## config.mk

```make
export PLATFORM = sky130hd
export DESIGN_NAME = sorted_priority_queue_unit
export DESIGN_NICKNAME = d
export VERILOG_FILES = /design/src/hw/rtl/spq_pkg.sv /design/src/hw/rtl/spq_ctrl.sv /design/src/hw/rtl/spq_datapath.sv /design/src/hw/rtl/sorted_priority_queue_unit.sv
export SDC_FILE = /design/constraint.sdc
export NUM_CORES = 1
export LEC_CHECK = 0
export BUFFER_PORTS_ARGS = -buffer_cell sky130_fd_sc_hd__buf_2
export CAP_MARGIN = 15
export CELL_PAD_IN_SITES_DETAIL_PLACEMENT = 2
export CELL_PAD_IN_SITES_GLOBAL_PLACEMENT = 2
export CORE_MARGIN = 3
export CORE_UTILIZATION = 41
export CTS_CLUSTER_DIAMETER = 50
export DETAILED_ROUTE_END_ITERATION = 10
export PLACE_DENSITY_LB_ADDON = 0.08
export SYNTH_ARGS = -nofsm -noshare
export SYNTH_HDL_FRONTEND = slang
export SYNTH_SLANG_ARGS = --single-unit
```

## constraint.sdc

```tcl
create_clock -name clock -period 4.1 [get_ports clock]
set_clock_uncertainty 0.15 [all_clocks]
set_input_delay 1.025 -clock clock [delete_from_list [all_inputs] [get_ports clock]]
set_output_delay 1.025 -clock clock [all_outputs]
set_load 0.03 [all_outputs]
```

## src/hw/rtl/spq_pkg.sv

```systemverilog
package spq_pkg;

   // request opcodes
   localparam logic [1:0] OP_INSERT     = 2'd0;
   localparam logic [1:0] OP_REMOVE_PRI = 2'd1;
   localparam logic [1:0] OP_REMOVE_MAX = 2'd2;
   localparam logic [1:0] OP_CLEAR      = 2'd3;

   // response status codes
   localparam logic [2:0] ST_INSERTED = 3'd0;
   localparam logic [2:0] ST_REMOVED  = 3'd1;
   localparam logic [2:0] ST_NOMATCH  = 3'd2;
   localparam logic [2:0] ST_EMPTY    = 3'd3;
   localparam logic [2:0] ST_FULL     = 3'd4;
   localparam logic [2:0] ST_CLEARED  = 3'd5;

   typedef struct packed {
      logic [15:0] id;
      logic [7:0]  prio;
   } entry_type;

   typedef enum logic [2:0] {RD_NONE, RD_TOP, RD_ZERO, RD_DN, RD_UP} rd_op_type;
   typedef enum logic [2:0] {WR_NONE, WR_SHIFT, WR_NEW_ABOVE, WR_NEW_ZERO, WR_KEEP} wr_op_type;
   typedef enum logic [1:0] {TGT_NONE, TGT_REQ, TGT_DATA} tgt_op_type;
   typedef enum logic [1:0] {CNT_NONE, CNT_CLEAR, CNT_INC_MATCH} cnt_op_type;
   typedef enum logic [1:0] {FILL_NONE, FILL_INC, FILL_CLEAR, FILL_SUB_CNT} fill_op_type;
   typedef enum logic [1:0] {EMIT_NONE, EMIT_STATUS, EMIT_REMOVED} emit_op_type;

   typedef struct packed {
      logic        latch_req;
      rd_op_type   rd_op;
      wr_op_type   wr_op;
      tgt_op_type  tgt_op;
      cnt_op_type  cnt_op;
      fill_op_type fill_op;
      emit_op_type emit_op;
      logic [2:0]  status;
   } cmd_type;

   typedef struct packed {
      logic fill_zero;
      logic full;
      logic match;
      logic greater;
      logic rd_zero;
      logic at_end;
      logic none_found;
   } sts_type;

endpackage

```

## src/hw/rtl/spq_ctrl.sv

```systemverilog
module spq_ctrl (
   input  logic             clock,
   input  logic             reset,
   input  logic             start,
   input  logic [1:0]       req_opcode,
   input  spq_pkg::sts_type sts,
   output logic             busy,
   output spq_pkg::cmd_type cmd
);
   import spq_pkg::*;

   typedef enum logic [2:0] {
      S_IDLE, S_INS_SCAN, S_INS_PUT, S_RM_TGT, S_CNT_SCAN, S_RM_SCAN
   } state_type;

   state_type state_ff, state_in;
   logic      busy_ff, busy_in;

   always_comb begin
      state_in = state_ff;
      cmd = '{latch_req: 1'b0, rd_op: RD_NONE, wr_op: WR_NONE, tgt_op: TGT_NONE,
              cnt_op: CNT_NONE, fill_op: FILL_NONE, emit_op: EMIT_NONE,
              status: ST_INSERTED};
      unique case (state_ff)
         S_IDLE: begin
            if (start) begin
               cmd.latch_req = 1'b1;
               unique case (req_opcode) inside
                  OP_INSERT: begin
                     if (sts.full) begin
                        cmd.emit_op = EMIT_STATUS;
                        cmd.status  = ST_FULL;
                     end else if (sts.fill_zero) begin
                        state_in = S_INS_PUT;
                     end else begin
                        cmd.rd_op = RD_TOP;
                        state_in  = S_INS_SCAN;
                     end
                  end
                  OP_REMOVE_PRI, OP_REMOVE_MAX: begin
                     if (sts.fill_zero) begin
                        cmd.emit_op = EMIT_STATUS;
                        cmd.status  = ST_EMPTY;
                     end else if (req_opcode == OP_REMOVE_MAX) begin
                        // the maximum sits in the top entry
                        cmd.rd_op = RD_TOP;
                        state_in  = S_RM_TGT;
                     end else begin
                        cmd.tgt_op = TGT_REQ;
                        cmd.rd_op  = RD_ZERO;
                        cmd.cnt_op = CNT_CLEAR;
                        state_in   = S_CNT_SCAN;
                     end
                  end
                  default: begin
                     cmd.fill_op = FILL_CLEAR;
                     cmd.emit_op = EMIT_STATUS;
                     cmd.status  = ST_CLEARED;
                  end
               endcase
            end
         end
         S_INS_SCAN: begin
            // walk down from the top, shifting larger entries up one slot
            if (sts.greater) begin
               cmd.wr_op = WR_SHIFT;
               if (sts.rd_zero) begin
                  state_in = S_INS_PUT;
               end else begin
                  cmd.rd_op = RD_DN;
               end
            end else begin
               cmd.wr_op   = WR_NEW_ABOVE;
               cmd.fill_op = FILL_INC;
               cmd.emit_op = EMIT_STATUS;
               cmd.status  = ST_INSERTED;
               state_in    = S_IDLE;
            end
         end
         S_INS_PUT: begin
            cmd.wr_op   = WR_NEW_ZERO;
            cmd.fill_op = FILL_INC;
            cmd.emit_op = EMIT_STATUS;
            cmd.status  = ST_INSERTED;
            state_in    = S_IDLE;
         end
         S_RM_TGT: begin
            cmd.tgt_op = TGT_DATA;
            cmd.rd_op  = RD_ZERO;
            cmd.cnt_op = CNT_CLEAR;
            state_in   = S_CNT_SCAN;
         end
         S_CNT_SCAN: begin
            // first pass counts matches so occupancy and last are known
            cmd.cnt_op = CNT_INC_MATCH;
            if (sts.at_end) begin
               if (sts.none_found) begin
                  cmd.emit_op = EMIT_STATUS;
                  cmd.status  = ST_NOMATCH;
                  state_in    = S_IDLE;
               end else begin
                  cmd.rd_op = RD_ZERO;
                  state_in  = S_RM_SCAN;
               end
            end else begin
               cmd.rd_op = RD_UP;
            end
         end
         S_RM_SCAN: begin
            if (sts.match) begin
               cmd.emit_op = EMIT_REMOVED;
            end else begin
               cmd.wr_op = WR_KEEP;
            end
            if (sts.at_end) begin
               cmd.fill_op = FILL_SUB_CNT;
               state_in    = S_IDLE;
            end else begin
               cmd.rd_op = RD_UP;
            end
         end
         default: begin
            state_in = S_IDLE;
         end
      endcase
      busy_in = (state_in != S_IDLE);
   end

   always_ff @(posedge clock) begin
      if (reset) begin
         state_ff <= S_IDLE;
         busy_ff  <= 1'b0;
      end else begin
         state_ff <= state_in;
         busy_ff  <= busy_in;
      end
   end

   assign busy = busy_ff;

endmodule

```

## src/hw/rtl/spq_datapath.sv

```systemverilog
module spq_datapath #(
   parameter int CAPACITY = 16
) (
   input  logic             clock,
   input  logic             reset,
   input  spq_pkg::cmd_type cmd,
   input  logic [15:0]      req_proc_id,
   input  logic [7:0]       req_priority_req,
   output spq_pkg::sts_type sts,
   output logic             rsp_valid,
   output logic [2:0]       rsp_status,
   output logic [15:0]      rsp_out_id,
   output logic [7:0]       rsp_out_priority,
   output logic             rsp_last,
   output logic [6:0]       rsp_occupancy
);
   import spq_pkg::*;

   localparam int AW = $clog2(CAPACITY);
   localparam int CW = $clog2(CAPACITY + 1);

   entry_type slot_ff [CAPACITY];

   logic [AW-1:0] rd_addr_ff, rd_addr_in;
   logic          rd_en;
   entry_type     rdata_ff;
   logic [AW-1:0] wr_addr_ff;
   logic [AW-1:0] wr_sel;
   entry_type     wr_data;
   logic          wr_en;
   logic [15:0]   req_id_ff;
   logic [7:0]    req_prio_ff;
   logic [7:0]    target_ff;
   logic [CW-1:0] fill_ff, fill_in;
   logic [CW-1:0] cnt_ff;
   logic [CW-1:0] emit_cnt_ff;
   logic          match;

   logic          rsp_valid_ff;
   logic [2:0]    rsp_status_ff;
   logic [15:0]   rsp_out_id_ff;
   logic [7:0]    rsp_out_priority_ff;
   logic          rsp_last_ff;
   logic [6:0]    rsp_occupancy_ff;

   assign match = (rdata_ff.prio == target_ff);

   always_comb begin
      sts.fill_zero  = (fill_ff == '0);
      sts.full       = (fill_ff == CW'(CAPACITY));
      sts.match      = match;
      sts.greater    = (rdata_ff.prio > req_prio_ff);
      sts.rd_zero    = (rd_addr_ff == '0);
      sts.at_end     = (CW'(rd_addr_ff) == fill_ff - 1'b1);
      sts.none_found = (cnt_ff == '0) && !match;
   end

   always_comb begin
      rd_en = 1'b1;
      case (cmd.rd_op)
         RD_TOP:  rd_addr_in = AW'(fill_ff - 1'b1);
         RD_ZERO: rd_addr_in = '0;
         RD_DN:   rd_addr_in = rd_addr_ff - 1'b1;
         RD_UP:   rd_addr_in = rd_addr_ff + 1'b1;
         default: begin
            rd_addr_in = rd_addr_ff;
            rd_en      = 1'b0;
         end
      endcase
   end

   always_comb begin
      wr_en   = 1'b1;
      wr_sel  = rd_addr_ff + 1'b1;
      wr_data = rdata_ff;
      case (cmd.wr_op)
         WR_SHIFT: begin
         end
         WR_NEW_ABOVE: wr_data = '{id: req_id_ff, prio: req_prio_ff};
         WR_NEW_ZERO: begin
            wr_sel  = '0;
            wr_data = '{id: req_id_ff, prio: req_prio_ff};
         end
         WR_KEEP: wr_sel = wr_addr_ff;
         default: wr_en = 1'b0;
      endcase
   end

   always_comb begin
      case (cmd.fill_op)
         FILL_INC:     fill_in = fill_ff + 1'b1;
         FILL_CLEAR:   fill_in = '0;
         FILL_SUB_CNT: fill_in = fill_ff - cnt_ff;
         default:      fill_in = fill_ff;
      endcase
   end

   // table memory, one read and one write port
   always_ff @(posedge clock) begin
      if (wr_en) begin
         slot_ff[wr_sel] <= wr_data;
      end
      if (rd_en) begin
         rdata_ff <= slot_ff[rd_addr_in];
      end
   end

   always_ff @(posedge clock) begin
      rd_addr_ff <= rd_addr_in;
      if (cmd.latch_req) begin
         req_id_ff   <= req_proc_id;
         req_prio_ff <= req_priority_req;
      end
      case (cmd.tgt_op)
         TGT_REQ:  target_ff <= req_priority_req;
         TGT_DATA: target_ff <= rdata_ff.prio;
         default: begin
         end
      endcase
      if (cmd.rd_op == RD_ZERO) begin
         wr_addr_ff  <= '0;
         emit_cnt_ff <= '0;
      end else begin
         if (cmd.wr_op == WR_KEEP) begin
            wr_addr_ff <= wr_addr_ff + 1'b1;
         end
         if (cmd.emit_op == EMIT_REMOVED) begin
            emit_cnt_ff <= emit_cnt_ff + 1'b1;
         end
      end
      case (cmd.cnt_op)
         CNT_CLEAR:     cnt_ff <= '0;
         CNT_INC_MATCH: cnt_ff <= cnt_ff + CW'(match);
         default: begin
         end
      endcase
   end

   always_ff @(posedge clock) begin
      if (reset) begin
         fill_ff      <= '0;
         rsp_valid_ff <= 1'b0;
      end else begin
         fill_ff      <= fill_in;
         rsp_valid_ff <= (cmd.emit_op != EMIT_NONE);
      end
   end

   // response beat registers
   always_ff @(posedge clock) begin
      case (cmd.emit_op)
         EMIT_STATUS: begin
            rsp_status_ff       <= cmd.status;
            rsp_out_id_ff       <= '0;
            rsp_out_priority_ff <= '0;
            rsp_last_ff         <= 1'b1;
            rsp_occupancy_ff    <= 7'(fill_in);
         end
         EMIT_REMOVED: begin
            rsp_status_ff       <= ST_REMOVED;
            rsp_out_id_ff       <= rdata_ff.id;
            rsp_out_priority_ff <= rdata_ff.prio;
            rsp_last_ff         <= ((emit_cnt_ff + 1'b1) == cnt_ff);
            rsp_occupancy_ff    <= 7'(fill_ff - cnt_ff);
         end
         default: begin
         end
      endcase
   end

   assign rsp_valid        = rsp_valid_ff;
   assign rsp_status       = rsp_status_ff;
   assign rsp_out_id       = rsp_out_id_ff;
   assign rsp_out_priority = rsp_out_priority_ff;
   assign rsp_last         = rsp_last_ff;
   assign rsp_occupancy    = rsp_occupancy_ff;

endmodule

```

## src/hw/rtl/sorted_priority_queue_unit.sv

```systemverilog
// sorted priority queue, one request at a time, up to CAPACITY entries in one memory
// insert: answers full when the table is full, else a top-down shift walk over the n entries held
// remove: a count pass over the n entries then a compaction pass;
// removed entries come out one beat each during the compaction pass
// clear, full, empty and no-match answer with one beat; the receiver cannot stall
// synchronous reset empties the table and drops busy and rsp_valid
module sorted_priority_queue_unit #(
   parameter int CAPACITY = 16
) (
   input  logic        clock,
   input  logic        reset,
   input  logic        start,
   output logic        busy,
   input  logic [1:0]  req_opcode,
   input  logic [15:0] req_proc_id,
   input  logic [7:0]  req_priority_req,
   output logic        rsp_valid,
   output logic [2:0]  rsp_status,
   output logic [15:0] rsp_out_id,
   output logic [7:0]  rsp_out_priority,
   output logic        rsp_last,
   output logic [6:0]  rsp_occupancy
);
   import spq_pkg::*;

   cmd_type cmd;
   sts_type sts;

   spq_ctrl u_ctrl (
      .clock      (clock),
      .reset      (reset),
      .start      (start),
      .req_opcode (req_opcode),
      .sts        (sts),
      .busy       (busy),
      .cmd        (cmd)
   );

   spq_datapath #(
      .CAPACITY (CAPACITY)
   ) u_datapath (
      .clock            (clock),
      .reset            (reset),
      .cmd              (cmd),
      .req_proc_id      (req_proc_id),
      .req_priority_req (req_priority_req),
      .sts              (sts),
      .rsp_valid        (rsp_valid),
      .rsp_status       (rsp_status),
      .rsp_out_id       (rsp_out_id),
      .rsp_out_priority (rsp_out_priority),
      .rsp_last         (rsp_last),
      .rsp_occupancy    (rsp_occupancy)
   );

endmodule
```

==> impl.org <==
** STA
- Period minus WS final :: 4.012 ns
- The hold violation total from the final report is 0.
- Final worst hold slack :: 0.3805 ns
- Worst path setup slack after routing :: 0.08823 ns
- Worst Tran Pin Value :: 0.6413 ns
- The final count of pins violating max slew was 0.
- Headroom to the max-slew limit :: 56.14%
- The final critical path takes up 97.85% of the cycle.
- Final count of negative-setup-slack endpoints :: 0
- Derived from the worst setup path, the maximum achievable clock frequency is 249.3 MHz.

** Setup path
- Critical Path Start :: u_datapath.rdata_ff[7]
- In this run the critical register-to-register path is captured at u_datapath.rdata_ff[9].
- Along the worst path, the maximum fanout reaches 26.
- The worst setup path is launched from a flop.
- Data on the critical path is required at its endpoint by 4.27 ns.
- Category of the worst setup path capture point :: flop
- Beginning of the worst register-to-register path :: u_datapath.rdata_ff[7]
- Depth of the worst register-to-register path :: 14
- Kind of critical path :: reg2reg
- Setup slack of the worst register-to-register path :: 0.09 ns
- End point of the critical path :: u_datapath.rdata_ff[9]
- Arrival time worst endpoint :: 4.18 ns

** Logic synthesis
- Yosys attributes the largest share of cell area to sky130_fd_sc_hd__edfxtp_1, sky130_fd_sc_hd__mux2i_1, sky130_fd_sc_hd__dfxtp_1, sky130_fd_sc_hd__mux2_2, sky130_fd_sc_hd__o221ai_1.
- In this run, distinct cell masters in the synthesized netlist total 73.
- A synthesized cell averages 14.76 µm².
- Share of the synthesized area in compound gates (AO/OA/AOI/OAI) :: 11.79%
- Synthesized-area fraction occupied by and/or/nand/nor cells :: 6.289%
- sky130_fd_sc_hd__edfxtp_1 is the most common cell in the netlist.
- Of all cell types, the one taking the most synthesized area is sky130_fd_sc_hd__edfxtp_1.
- Of the post-synthesis cell area, the dominant cell type holds 66.03%.
- After synthesis, the share of flip-flops with an asynchronous set or reset is 0%.
- Of the total synthesized cell area, the portion taken by XOR and XNOR cells is 1.752%.
- Post-synthesis sequential area ratio :: 68.14%
- Post-synthesis mux area share :: 6.260%
- Adder-cell share of the synthesized area :: 1.964%
- Synthesis handed over a netlist of 1,476 instances.
- Among all flip-flop cells after synthesis, the most frequent one is sky130_fd_sc_hd__edfxtp_1.
- Combinational family with the most area after synthesis :: compound AO/OA/AOI/OAI gates
- The mapped netlist covers 0.02178 mm².
- Number of warnings printed during yosys synthesis :: 0
- Most used standard cells in the synthesized netlist :: sky130_fd_sc_hd__edfxtp_1, sky130_fd_sc_hd__inv_1, sky130_fd_sc_hd__o21ai_0
- The synthesized design contains 479 enable-type register cells.
- Seq cells post-synth :: 502
- Number of nets produced by synthesis :: 1,538

** Pwr
- Power density over the cells :: 575.5 mW/mm²
- For this design the static power due to leakage is 9.350 nW.
- Switching pwr :: 0.004817 W
- The clock network burns 35.0% of the power.
- Power share of the sequential group :: 38.1%
- VDD sags by at most 0.4317 mV.
- Cell internal power was estimated by the tool at 0.01061 W.
- Proportion of power drawn by combinational gates :: 27.0%
- Overall Power :: 0.01542 W
- Switching Share :: 31.23%

** Route
- In the routed layout, each cell is associated on average with a via count of 6.058.
- After detailed routing, the average wire length per cell comes to 31.17 µm.
- The final route contains 14,580 vias.
- After detailed routing, the total wire length is 74,990 µm.
- For this run, design rule violations remaining after detail routing come to 0.
- Antenna-violating nets left :: 0
- Starting DRC count in detailed routing :: 1,486
- The first TritonRoute pass finished after 5 iterations.

** Clock tree
- Clock insertion delay at the later pin of the skew report :: 0.63 ns
- Hold-fix buffers, CTS :: 0
- In this run the deepest clock path goes through 3 buffers.
- CTS H-tree lvls :: 2
- Clock-pin slew was measured on the worst setup and hold paths at 0.06 ns.
- TritonCTS built the clock tree.
- Counting every sink on the clock net gives 502.
- Total clock buffers created by CTS :: 60
- CTS root buffer :: sky130_fd_sc_hd__clkbuf_16

** GRT
- The number of antenna violations at the first check in global routing came to 5.
- Entering global routing, the biggest net connects 56 pins.
- The via count of the first global-routing pass came to 15,860.
- Summed over all layers, the global routing overflow is 0.
- The first global-routing pass estimated 109,200 µm of wire.
- Global routing usage summed across all routing layers :: 26.37%

** Finish
- With fillers left out, the area of the finished cells amounts to 0.02680 mm².
- Synth-to-Final Area Change :: 23.03%
- Fraction of layout cells with a size suffix above 1 :: 26.25%
- The number of antenna diodes in the final layout is 0.
- Layout Nets :: 1,740
- Filler cells :: 4,781

** Floorplan
- The die is 236.5 µm tall.
- The die is 236.5 µm wide.
- Initial cell density of the core :: 41.95%
- In this run the standard cell core region covers 0.05192 mm².
- IO Pins :: 66
- In this run the core area contains 83 standard-cell rows.
- The floorplan step defined a die boundary enclosing 0.05593 mm².

** Placed design
- Once placement finished, the instance area stood at 0.02440 mm².
- Timing analysis after detailed placement gives a worst setup slack of -0.4716 ns.
- Final RePlAce weighted congestion :: 0.7913
- Buffers on Ports :: 65
- The wire-length estimate of the detail-placed layout is 45,240 µm.

** Hold path
- The path class of the tightest hold or removal check is reg2reg.

** Flow run
- Max Cap Violations :: 0

** Outcome
- Result of the run :: completed
flip-flops by register name (all words and copies together) (netlist names), 4 cells and up:
name                         count
u_datapath.rdata_ff             24
u_datapath.fill_ff               5
u_datapath.slot_ff             384
u_datapath.emit_cnt_ff           5
u_datapath.req_id_ff            16
u_datapath.rd_addr_ff            4
u_datapath.cnt_ff                5
u_datapath.rsp_out_id           16
u_datapath.rsp_occupancy         6
u_datapath.wr_addr_ff            4
u_datapath.rsp_out_priority      8
u_datapath.target_ff             8
u_datapath.req_prio_ff           8
metrics by stage:
| step | instances | util [%] | setup TNS (ns) |
|---|---|---|---|
| 2_1_floorplan | 1476 | - | 0 |
| 3_3_place_gp | 2281 | 46.99 | -5.294 |
| 3_5_place_dp | 2281 | 46.99 | -9.520 |
| 4_1_cts | 2395 | 51.07 | 0 |
| 5_1_grt | 2406 | 51.62 | -0.06889 |
| 6_report | 2406 | 51.62 | 0 |
power groups by stage:
stage	sequential [W]	clock [W]	combinational (W)
2_1_floorplan	0.00601	0	0.00215
3_3_place_gp	0.00597	0	0.00369
3_5_place_dp	0.00597	0	0.00383
4_1_cts	0.00587	0.00550	0.00401
5_1_grt	0.00588	0.00570	0.00442
6_report	0.00587	0.00539	0.00416
worst max-delay path: stages (launching register included):
cell,delay [ns]
sky130_fd_sc_hd__edfxtp_1,0.51
sky130_fd_sc_hd__buf_4,0.19
sky130_fd_sc_hd__buf_4,0.15
sky130_fd_sc_hd__xnor2_2,0.14
sky130_fd_sc_hd__nand4_1,0.23
sky130_fd_sc_hd__o211a_4,0.37
sky130_fd_sc_hd__o31a_1,0.30
sky130_fd_sc_hd__buf_4,0.16
sky130_fd_sc_hd__a32oi_4,0.36
sky130_fd_sc_hd__buf_12,0.20
sky130_fd_sc_hd__buf_4,0.16
sky130_fd_sc_hd__buf_12,0.17
sky130_fd_sc_hd__o221ai_1,0.22
sky130_fd_sc_hd__o2111ai_2,0.17
sky130_fd_sc_hd__nand4_1,0.20
what timing repair did:
| action | 4_1_cts | 5_1_grt |
|---|---|---|
| resized for setup | 17 | 31 |
| buffers inserted | 2 | 9 |
| cloned | 2 | 2 |
| setup endpoints to repair | 16 | 19 |
| endpoints found under the hold margin | 0 | 0 |
| pin swaps | 2 | 8 |
area by class of cell:
cell class	count	area [µm²]	share of cell area [%]
sequential	502	14840	55.38
multi-input combinational	780	6479	24.17
inverter	87	339.1	1.265
clock inverter	42	445.4	1.662
timing repair buffer	246	2286	8.529
clock buffer	68	1551	5.789
tap	680	850.8	3.174
timing repair inverter	1	6.256	0.02334
placed cells by master, fill, tap and decap left out, drive strengths merged, types with 20 or more instances in the layout:
master,instances
edfxtp,479
buf,243
inv,93
o21ai,76
mux2,71
clkbuf,70
nor2,57
mux2i,56
o221ai,47
o2111ai,46
and3,44
a221oi,42
a2111oi,38
nand2,34
ha,31
and2,29
xnor2,25
clkinv,25
dfxtp,23
nand4,20
logic make-up (layout without fill, tap and decap cells):
family	after synthesis	in the layout
flip-flops	502	502
adder cells (fa/ha/maj)	33	33
buffers and inverters	194	444
AO/OA/AOI/OAI	327	327
AND/OR/NAND/NOR	251	251
XOR/XNOR	42	42
multiplexers	127	127
worst min path at each step:
stage / start / end / cells past startpoint
2_1_floorplan: u_datapath.wr_addr_ff[3] / u_datapath.wr_addr_ff[3] / 2
3_3_place_gp: u_datapath.wr_addr_ff[3] / u_datapath.wr_addr_ff[3] / 2
3_5_place_dp: u_datapath.wr_addr_ff[3] / u_datapath.wr_addr_ff[3] / 2
4_1_cts: u_datapath.wr_addr_ff[3] / u_datapath.wr_addr_ff[3] / 2
5_1_grt: req_proc_id[11] / u_datapath.req_id_ff[11] / 1
6_report: u_datapath.wr_addr_ff[3] / u_datapath.wr_addr_ff[3] / 2
metal layers:
layer	vias to the layer above	GRT usage (%)	share of wire, %
met1	7657	35.60	42
li1	6280	-	-
met4	0	7.403	2.6
met3	125	3.960	6.0
met2	513	44.53	49
met5	-	0	0
No activity file was read; power rests on OpenSTA's default activity.
